[config.mk]
export PLATFORM = sky130hd
export DESIGN_NAME = readahead_param_mru_cache_unit
export DESIGN_NICKNAME = d
export VERILOG_FILES = /design/src/rtl/rapc_pkg.sv /design/src/rtl/readahead_param_mru_cache_unit.sv /design/src/rtl/rapc_ram.sv /design/src/rtl/rapc_order.sv
export SDC_FILE = /design/constraint.sdc
export NUM_CORES = 2
export LEC_CHECK = 0
export BUFFER_PORTS_ARGS = -buffer_cell sky130_fd_sc_hd__buf_4
export CAP_MARGIN = 20
export CELL_PAD_IN_SITES_DETAIL_PLACEMENT = 0
export CELL_PAD_IN_SITES_GLOBAL_PLACEMENT = 1
export CORE_MARGIN = 3
export CORE_UTILIZATION = 55
export DETAILED_ROUTE_END_ITERATION = 6
export PLACE_DENSITY_LB_ADDON = 0.1
export SLEW_MARGIN = 20
export SYNTH_ARGS = -nofsm -noshare
export SYNTH_HDL_FRONTEND = slang
export SYNTH_SLANG_ARGS = --single-unit
export TNS_END_PERCENT = 1
[constraint.sdc]
create_clock -name clk_i -period 13.7 [get_ports clk_i]
set_input_delay 1.37 -clock clk_i [delete_from_list [all_inputs] [get_ports clk_i]]
set_output_delay 1.37 -clock clk_i [all_outputs]
set_load 0.01 [all_outputs]
[src/rtl/rapc_pkg.sv]
`timescale 1ns / 1ps
`default_nettype none

package rapc_pkg;

  localparam int KEY_W       = 64;
  localparam int PIN_W       = 8;
  localparam int WORD_W      = 32;
  localparam int NWORDS      = 5;
  localparam int PRM_W       = WORD_W * NWORDS;
  localparam int ENT_W       = PIN_W + KEY_W;
  localparam int SLOT_W      = 6;
  localparam int DEF_ENTRIES = 16;

  localparam logic [PIN_W-1:0] PIN_MAX = {PIN_W{1'b1}};

  typedef enum logic [2:0] {
    ST_HIT    = 3'd0,
    ST_NEW    = 3'd1,
    ST_NONE   = 3'd2,
    ST_REL    = 3'd3,
    ST_BADREL = 3'd4
  } status_e;

  typedef enum logic {
    CMD_ACQUIRE = 1'b0,
    CMD_RELEASE = 1'b1
  } cmd_e;

  typedef enum logic [2:0] {
    S_IDLE,
    S_SCAN,
    S_UPDATE,
    S_REL_CHK,
    S_RESP
  } state_e;

  typedef struct packed {
    logic              en;
    logic [SLOT_W-1:0] pos;
    logic [SLOT_W-1:0] ent;
  } order_upd_t;

endpackage

`default_nettype wire

[src/rtl/readahead_param_mru_cache_unit.sv]
`timescale 1ns / 1ps
`default_nettype none
// An acquire scans the key RAM in recency order, one entry per cycle; a release of a
//   slot beyond the pool skips the key RAM read and goes straight to the result.
// Throughput: one request at a time; the next is taken once the previous result
//   has been placed in the output register.
// Reset: recency list returns to 0..ENTRIES-1 and all valid bits clear, so every key,
//   pin count and parameter word reads as zero straight away; no clearing pass.
module readahead_param_mru_cache_unit
  import rapc_pkg::*;
#(
  parameter int ENTRIES = DEF_ENTRIES
) (
  input  wire logic               clk_i,
  input  wire logic               rst_ni,
  input  wire logic               in_valid_i,
  output logic                    in_stall_o,
  input  wire logic               command_i,
  input  wire logic [KEY_W-1:0]   file_key_i,
  input  wire logic [SLOT_W-1:0]  slot_in_i,
  input  wire logic [WORD_W-1:0]  reada_in_i,
  input  wire logic [WORD_W-1:0]  ramax_in_i,
  input  wire logic [WORD_W-1:0]  raend_in_i,
  input  wire logic [WORD_W-1:0]  ralen_in_i,
  input  wire logic [WORD_W-1:0]  rawin_in_i,
  output logic                    out_valid_o,
  input  wire logic               out_stall_i,
  output logic      [2:0]         status_o,
  output logic      [SLOT_W-1:0]  slot_out_o,
  output logic      [WORD_W-1:0]  reada_out_o,
  output logic      [WORD_W-1:0]  ramax_out_o,
  output logic      [WORD_W-1:0]  raend_out_o,
  output logic      [WORD_W-1:0]  ralen_out_o,
  output logic      [WORD_W-1:0]  rawin_out_o
);

  localparam int IW = $clog2(ENTRIES);
  localparam logic [IW-1:0] LAST_POS = IW'(ENTRIES - 1);

  state_e state_q, state_d;

  logic [KEY_W-1:0]  key_q, key_d;
  logic [PRM_W-1:0]  words_q, words_d;
  logic [IW-1:0]     pos_q, pos_d;
  logic              iss_done_q, iss_done_d;
  logic              chk_vld_q, chk_vld_d;
  logic [IW-1:0]     chk_pos_q, chk_pos_d;
  logic [IW-1:0]     chk_ent_q, chk_ent_d;
  logic              free_vld_q, free_vld_d;
  logic [IW-1:0]     free_pos_q, free_pos_d;
  logic [IW-1:0]     free_ent_q, free_ent_d;
  logic [IW-1:0]     fnd_pos_q, fnd_pos_d;
  logic [IW-1:0]     ent_q, ent_d;
  logic [PIN_W-1:0]  pin_q, pin_d;
  status_e           res_status_q, res_status_d;
  logic [SLOT_W-1:0] res_slot_q, res_slot_d;
  logic [ENTRIES-1:0] ent_vld_q, ent_vld_d;
  logic [ENTRIES-1:0] prm_vld_q, prm_vld_d;

  logic              out_vld_q, out_vld_d;
  status_e           out_status_q, out_status_d;
  logic [SLOT_W-1:0] out_slot_q, out_slot_d;
  logic [PRM_W-1:0]  out_words_q, out_words_d;

  logic              ent_we, ent_re, prm_we, prm_re;
  logic [IW-1:0]     ent_waddr, ent_raddr;
  logic [ENT_W-1:0]  ent_wdata, ent_rdata, ent_cur;
  logic [PRM_W-1:0]  prm_rdata;
  logic [KEY_W-1:0]  cur_key;
  logic [PIN_W-1:0]  cur_pin;
  logic [PIN_W-1:0]  pin_new;
  logic [IW-1:0]     ord_ent;
  logic              in_acc, in_range, out_load, use_prm;
  order_upd_t        ord_upd;

  rapc_ram #(
    .WIDTH (ENT_W),
    .DEPTH (ENTRIES)
  ) u_ent_ram (
    .clk_i   (clk_i),
    .we_i    (ent_we),
    .waddr_i (ent_waddr),
    .wdata_i (ent_wdata),
    .re_i    (ent_re),
    .raddr_i (ent_raddr),
    .rdata_o (ent_rdata)
  );

  rapc_ram #(
    .WIDTH (PRM_W),
    .DEPTH (ENTRIES)
  ) u_prm_ram (
    .clk_i   (clk_i),
    .we_i    (prm_we),
    .waddr_i (chk_ent_q),
    .wdata_i (words_q),
    .re_i    (prm_re),
    .raddr_i (ent_q),
    .rdata_o (prm_rdata)
  );

  rapc_order #(
    .ENTRIES (ENTRIES)
  ) u_order (
    .clk_i    (clk_i),
    .rst_ni   (rst_ni),
    .rd_pos_i (pos_q),
    .rd_ent_o (ord_ent),
    .upd_i    (ord_upd)
  );

  assign in_stall_o = (state_q != S_IDLE);
  assign in_acc     = in_valid_i && !in_stall_o;
  assign in_range   = {1'b0, slot_in_i} < (SLOT_W + 1)'(ENTRIES);
  assign ent_cur    = ent_vld_q[chk_ent_q] ? ent_rdata : '0;
  assign cur_key    = ent_cur[KEY_W-1:0];
  assign cur_pin    = ent_cur[KEY_W +: PIN_W];
  assign out_load   = (state_q == S_RESP) && (!out_vld_q || !out_stall_i);
  assign use_prm    = ((res_status_q == ST_HIT) || (res_status_q == ST_NEW))
                      && prm_vld_q[ent_q];

  always_comb begin
    if (res_status_q == ST_HIT) begin
      pin_new = (pin_q == PIN_MAX) ? pin_q : pin_q + PIN_W'(1);
    end else begin
      pin_new = PIN_W'(1);
    end
  end

  always_comb begin
    state_d      = state_q;
    key_d        = key_q;
    words_d      = words_q;
    pos_d        = pos_q;
    iss_done_d   = iss_done_q;
    chk_vld_d    = 1'b0;
    chk_pos_d    = chk_pos_q;
    chk_ent_d    = chk_ent_q;
    free_vld_d   = free_vld_q;
    free_pos_d   = free_pos_q;
    free_ent_d   = free_ent_q;
    fnd_pos_d    = fnd_pos_q;
    ent_d        = ent_q;
    pin_d        = pin_q;
    res_status_d = res_status_q;
    res_slot_d   = res_slot_q;
    ent_vld_d    = ent_vld_q;
    prm_vld_d    = prm_vld_q;
    ent_we       = 1'b0;
    ent_re       = 1'b0;
    ent_waddr    = chk_ent_q;
    ent_raddr    = ord_ent;
    ent_wdata    = {cur_pin - PIN_W'(1), cur_key};
    prm_we       = 1'b0;
    prm_re       = 1'b0;
    ord_upd      = '0;

    unique case (state_q)
      S_IDLE: begin
        if (in_acc) begin
          key_d      = file_key_i;
          words_d    = {reada_in_i, ramax_in_i, raend_in_i, ralen_in_i, rawin_in_i};
          res_slot_d = slot_in_i;
          if (command_i == CMD_ACQUIRE) begin
            pos_d      = '0;
            iss_done_d = 1'b0;
            free_vld_d = 1'b0;
            state_d    = S_SCAN;
          end else if (in_range) begin
            chk_ent_d = slot_in_i[IW-1:0];
            ent_re    = 1'b1;
            ent_raddr = slot_in_i[IW-1:0];
            state_d   = S_REL_CHK;
          end else begin
            res_status_d = ST_BADREL;
            state_d      = S_RESP;
          end
        end
      end

      S_SCAN: begin
        if (chk_vld_q && (cur_key == key_q)) begin
          fnd_pos_d    = chk_pos_q;
          ent_d        = chk_ent_q;
          pin_d        = cur_pin;
          res_status_d = ST_HIT;
          state_d      = S_UPDATE;
        end else if (chk_vld_q && (chk_pos_q == LAST_POS)) begin
          if (cur_pin == '0) begin
            fnd_pos_d    = chk_pos_q;
            ent_d        = chk_ent_q;
            res_status_d = ST_NEW;
            state_d      = S_UPDATE;
          end else if (free_vld_q) begin
            fnd_pos_d    = free_pos_q;
            ent_d        = free_ent_q;
            res_status_d = ST_NEW;
            state_d      = S_UPDATE;
          end else begin
            res_status_d = ST_NONE;
            res_slot_d   = '0;
            state_d      = S_RESP;
          end
        end else begin
          if (chk_vld_q && (cur_pin == '0)) begin
            free_vld_d = 1'b1;
            free_pos_d = chk_pos_q;
            free_ent_d = chk_ent_q;
          end
          if (!iss_done_q) begin
            ent_re    = 1'b1;
            chk_vld_d = 1'b1;
            chk_pos_d = pos_q;
            chk_ent_d = ord_ent;
            if (pos_q == LAST_POS) begin
              iss_done_d = 1'b1;
            end else begin
              pos_d = pos_q + IW'(1);
            end
          end
        end
      end

      S_UPDATE: begin
        ent_we           = 1'b1;
        ent_waddr        = ent_q;
        ent_wdata        = {pin_new, key_q};
        ent_vld_d[ent_q] = 1'b1;
        if (res_status_q == ST_NEW) begin
          prm_vld_d[ent_q] = 1'b0;
        end
        prm_re      = 1'b1;
        ord_upd.en  = 1'b1;
        ord_upd.pos = SLOT_W'(fnd_pos_q);
        ord_upd.ent = SLOT_W'(ent_q);
        res_slot_d  = SLOT_W'(ent_q);
        state_d     = S_RESP;
      end

      S_REL_CHK: begin
        if (cur_pin == '0) begin
          res_status_d = ST_BADREL;
        end else begin
          ent_we               = 1'b1;
          prm_we               = 1'b1;
          prm_vld_d[chk_ent_q] = 1'b1;
          res_status_d         = ST_REL;
        end
        state_d = S_RESP;
      end

      S_RESP: begin
        if (out_load) begin
          state_d = S_IDLE;
        end
      end

      default: begin
        state_d = S_IDLE;
      end
    endcase
  end

  always_comb begin
    out_vld_d    = out_vld_q;
    out_status_d = out_status_q;
    out_slot_d   = out_slot_q;
    out_words_d  = out_words_q;
    if (out_load) begin
      out_vld_d    = 1'b1;
      out_status_d = res_status_q;
      out_slot_d   = res_slot_q;
      out_words_d  = use_prm ? prm_rdata : '0;
    end else if (out_vld_q && !out_stall_i) begin
      out_vld_d = 1'b0;
    end
  end

  always_ff @(posedge clk_i or negedge rst_ni) begin
    if (!rst_ni) begin
      state_q    <= S_IDLE;
      iss_done_q <= 1'b0;
      chk_vld_q  <= 1'b0;
      free_vld_q <= 1'b0;
      ent_vld_q  <= '0;
      prm_vld_q  <= '0;
      out_vld_q  <= 1'b0;
    end else begin
      state_q    <= state_d;
      iss_done_q <= iss_done_d;
      chk_vld_q  <= chk_vld_d;
      free_vld_q <= free_vld_d;
      ent_vld_q  <= ent_vld_d;
      prm_vld_q  <= prm_vld_d;
      out_vld_q  <= out_vld_d;
    end
  end

  always_ff @(posedge clk_i) begin
    key_q        <= key_d;
    words_q      <= words_d;
    pos_q        <= pos_d;
    chk_pos_q    <= chk_pos_d;
    chk_ent_q    <= chk_ent_d;
    free_pos_q   <= free_pos_d;
    free_ent_q   <= free_ent_d;
    fnd_pos_q    <= fnd_pos_d;
    ent_q        <= ent_d;
    pin_q        <= pin_d;
    res_status_q <= res_status_d;
    res_slot_q   <= res_slot_d;
    out_status_q <= out_status_d;
    out_slot_q   <= out_slot_d;
    out_words_q  <= out_words_d;
  end

  assign out_valid_o = out_vld_q;
  assign status_o    = out_status_q;
  assign slot_out_o  = out_slot_q;
  assign reada_out_o = out_words_q[4*WORD_W +: WORD_W];
  assign ramax_out_o = out_words_q[3*WORD_W +: WORD_W];
  assign raend_out_o = out_words_q[2*WORD_W +: WORD_W];
  assign ralen_out_o = out_words_q[1*WORD_W +: WORD_W];
  assign rawin_out_o = out_words_q[0 +: WORD_W];

  a_acc_starts: assert property (@(posedge clk_i) disable iff (!rst_ni)
    in_acc |=> (state_q != S_IDLE))
    else $error("accepted request did not start");

  a_scan_live: assert property (@(posedge clk_i) disable iff (!rst_ni)
    ((state_q == S_SCAN) && iss_done_q) |-> chk_vld_q)
    else $error("scan stalled with no read in flight");

  a_pin_nonzero: assert property (@(posedge clk_i) disable iff (!rst_ni)
    (state_q == S_UPDATE) |-> (pin_new != '0))
    else $error("acquired entry left unpinned");

  a_out_from_resp: assert property (@(posedge clk_i) disable iff (!rst_ni)
    $rose(out_vld_q) |-> $past(state_q == S_RESP))
    else $error("result loaded outside response state");

endmodule

`default_nettype wire

[src/rtl/rapc_ram.sv]
`timescale 1ns / 1ps
`default_nettype none

module rapc_ram #(
  parameter int WIDTH = 32,
  parameter int DEPTH = 16
) (
  input  wire logic                     clk_i,
  input  wire logic                     we_i,
  input  wire logic [$clog2(DEPTH)-1:0] waddr_i,
  input  wire logic [WIDTH-1:0]         wdata_i,
  input  wire logic                     re_i,
  input  wire logic [$clog2(DEPTH)-1:0] raddr_i,
  output logic      [WIDTH-1:0]         rdata_o
);

  logic [WIDTH-1:0] mem_q [DEPTH];

  always_ff @(posedge clk_i) begin
    if (we_i) begin
      mem_q[waddr_i] <= wdata_i;
    end
    if (re_i) begin
      rdata_o <= mem_q[raddr_i];
    end
  end

endmodule

`default_nettype wire

[src/rtl/rapc_order.sv]
`timescale 1ns / 1ps
`default_nettype none

module rapc_order
  import rapc_pkg::*;
#(
  parameter int ENTRIES = DEF_ENTRIES
) (
  input  wire logic                       clk_i,
  input  wire logic                       rst_ni,
  input  wire logic [$clog2(ENTRIES)-1:0] rd_pos_i,
  output logic      [$clog2(ENTRIES)-1:0] rd_ent_o,
  input  wire order_upd_t                 upd_i
);

  localparam int IW = $clog2(ENTRIES);

  logic [IW-1:0] order_q [ENTRIES];
  logic [IW-1:0] order_d [ENTRIES];
  logic [IW-1:0] upd_pos;
  logic [IW-1:0] upd_ent;

  assign upd_pos  = upd_i.pos[IW-1:0];
  assign upd_ent  = upd_i.ent[IW-1:0];
  assign rd_ent_o = order_q[rd_pos_i];

  always_comb begin
    for (int i = 0; i < ENTRIES; i++) begin
      order_d[i] = order_q[i];
    end
    if (upd_i.en) begin
      order_d[0] = upd_ent;
      for (int i = 1; i < ENTRIES; i++) begin
        if (i <= int'(upd_pos)) begin
          order_d[i] = order_q[i-1];
        end
      end
    end
  end

  always_ff @(posedge clk_i or negedge rst_ni) begin
    if (!rst_ni) begin
      for (int i = 0; i < ENTRIES; i++) begin
        order_q[i] <= IW'(i);
      end
    end else begin
      for (int i = 0; i < ENTRIES; i++) begin
        order_q[i] <= order_d[i];
      end
    end
  end

endmodule

`default_nettype wire
==> results.ini <==
[place]
place.gp.congestion=0.835
dpl_cell_area_mm2=0.179
placedCellCount=12700
io_buffers=405
hpwlAfterDp_um=216000
dp_slack_ps=6930

[clock_network]
insertion_delay_ps=980
cts.reportedPaths.clkPinSlew_ps=60
cts_resized=0
cts_tree=built
clock-root-buffer=clkbuf_16
cts_sinks=4485
clk_path_buf_depth=4
cts_htree_levels=5
holdBufCountCts=0
numCtsBuffers=444
post-cts-setup-buffer-count=0

[timing]
hold-worst-slack_ps=419
slew_viol_final=0
rsz0062_at_grt=no
final_hold_viol_count=0
finalClockSkew_ps=74.7
fmax_ghz=0.153
tightest_slew_ps=1240
relSlewSlack_pct=17.7
period_share_pct=47.6
setup_ws_ps=7180
setup_viol=0
layout_min_cycle_time_ps=6520
tns_ps=0

[routing]
viasPerCell=6.26
wl_um=412000
drt_first_pass_iters=6
num_vias=84900
wl_per_cell_um=30.3
final_antenna_net_count=0
drt_iter0_drc=9555
drcViolationCount=0

[global_routing]
grt_pass1_vias=85600
grt.overflow.total=0
antenna_found_initial=21
grt_use_total_pct=25.9
grt_pass1_wl_um=601000
grt_max_degree=248

[power]
pwr-share-seq_pct=51.3
leakage_nw=62.4
power_frac_comb_pct=15.7
power.switching_mw=10.0
p_int_mw=26.0
powerDensity_mw_per_mm2=186
power_mw=36.0
peakVddDrop_v=0.000213
p_clk_share_pct=33.0
swShare_pct=27.8

[critical_path]
timing.rr.start=chk_ent_q[0]
worstReg2RegEnd=u_prm_ram.mem_q[3][65]
start_kind=flip-flop
cp_slowest_stage_delay_ps=800
critPathSlowestCell=edfxtp_1
endpoint_kind=flip-flop
arrival_ps=7080
critical_path.top_delay_family=buffers and inverters
reg2regPathDepth=13
cp.required_ps=14260
path_class=reg -> reg
cp_max_fo=60
path_buf_inv=4
regToRegSetupSlack_ps=7180
path_cells=mux4_2, a2bb2oi_4, a32o_2, and2_1, inv_1, ha_1, o21ai_0, nand3_1, nor3_1, nand3_1, inv_8, buf_4, buf_4

[floorplan]
initial_utilization_pct=55.5
core_mm2=0.307
die_x_um=563
die_h_um=563
die_area_mm2=0.317
num_rows=203
io_pins=406

[layout]
final_nets=9322
area_growth_pct=13.3
fin_area_mm2=0.193
drive_gt1_share_pct=23.5
fill_cells=21100
final_common_cell=edfxtp_1
fin_util_pct=62.9
final_cell_mix=edfxtp_1, mux4_2, nand2_1, buf_4, and2_1
fin_cells=13600

[synth]
yosysWarnings=0
ys_ff_latch=4485
synthCells=8527
synthFlopType=edfxtp_1
synth_cell_types=62
synthesis.nets=8765
postSynth.asyncResetShare_pct=2.30
syn_area_mm2=0.170
synth-edff-count=4382
synth_seq_area_share_pct=78.7
syn_area_per_cell_um2=20.0

[min_path]
hold-path-endpoint=slot_out_o[1]
hold_depth=0
hp-start=res_slot_q[1]
hp-class=reg -> reg

[run_status]
status=finished clean

[run]
maxCapViolCount=0

-- flip-flops by register name (all words and copies together) (netlist names), 64 cells and up --
signal and cells:
u_ent_ram.mem_q 1152, u_prm_ram.rdata_o 160, u_order.order_q 64, words_q 160
out_words_q 160, u_prm_ram.mem_q 2560, key_q 64, u_ent_ram.rdata_o 72
-- how the worst max path moves through the flow --
stage                      start                     end  cells past startpoint
CTS                 chk_ent_q[0]  u_prm_ram.mem_q[3][65]                     13
finish              chk_ent_q[0]  u_prm_ram.mem_q[3][65]                     13
global route        chk_ent_q[0]  u_prm_ram.mem_q[3][65]                     13
detailed placement    in_valid_i   u_ent_ram.rdata_o[48]                     11
global placement      in_valid_i   u_ent_ram.rdata_o[46]                     11
floorplan             in_valid_i    u_ent_ram.rdata_o[0]                      3
-- worst register-to-register path, stage by stage, from the launching register on --
cell,delay [ps]
edfxtp_1,800
mux4_2,400
a2bb2oi_4,440
a32o_2,450
and2_1,250
inv_1,80
ha_1,280
o21ai_0,160
nand3_1,270
nor3_1,400
nand3_1,360
inv_8,610
buf_4,810
buf_4,750
-- layout make-up --
class / count / area [µm²] / area share, %
Clock inverter: 271 / 2570 / 1.33
Tap cell: 4100 / 5130 / 2.66
Multi-Input combinational cell: 3501 / 34600 / 17.9
Sequential cell: 4485 / 134000 / 69.5
Clock buffer: 552 / 11600 / 6.03
Antenna cell: 9 / 22.5 / 0.0117
Timing Repair Buffer: 608 / 4760 / 2.47
Inverter: 44 / 293 / 0.152
-- logic make-up (layout without fill, tap and decap cells) --
| family | Yosys count | after routing | share of synthesized area (%) |
|---|---|---|---|
| flip-flops | 4485 | 4485 | 78.7 |
| AO/OA/AOI/OAI | 1070 | 1070 | 4.32 |
| multiplexers | 907 | 907 | 11.4 |
| other | 0 | 9 | 0 |
| adder cells (fa/ha/maj) | 3 | 3 | 0.0220 |
| XOR/XNOR | 29 | 29 | 0.149 |
| buffers and inverters | 541 | 1475 | 1.20 |
| AND/OR/NAND/NOR | 1492 | 1492 | 4.15 |
-- per-layer routing --
metal  up-vias  GRT usage, %  share of wire (%)
li1      35900             -                  -
met4        18          5.96                2.2
met2      3177          41.4                 49
met5         -             0              0.025
met3       578          3.86                6.8
met1     45200          38.5                 42
-- cell usage after synthesis, drive strengths merged (10+ instances only) --
master	n	area share (%)
mux2i	11	0.065
nor2b	17	0.062
a311oi	144	0.74
a22oi	13	0.057
and2	459	1.7
edfxtp	4382	77
nor2	76	0.17
a211oi	360	1.6
nor3	15	0.044
nand4	10	0.037
inv	44	0.097
a221oi	14	0.072
a21oi	186	0.55
mux2	69	0.46
nand3	46	0.14
o31ai	15	0.066
a31oi	154	0.57
dfrtp	71	1.0
clkbuf	404	0.89
nand2b	25	0.092
o21bai	15	0.066
and3	11	0.040
buf	93	0.21
mux4	827	11
dfstp	32	0.49
o21ai	120	0.35
xnor2	23	0.12
nand2	808	1.8
-- power groups by stage --
stage	Clock [mW]	Combinational (mW)	Sequential [mW]
2_1_floorplan	0	3.46	18.5
3_3_place_gp	0	5.50	18.7
3_5_place_dp	0	5.63	18.7
4_1_cts	12.1	5.65	18.5
5_1_grt	12.6	6.17	18.6
6_report	11.9	5.64	18.5
(Power assumes the default switching activity.)
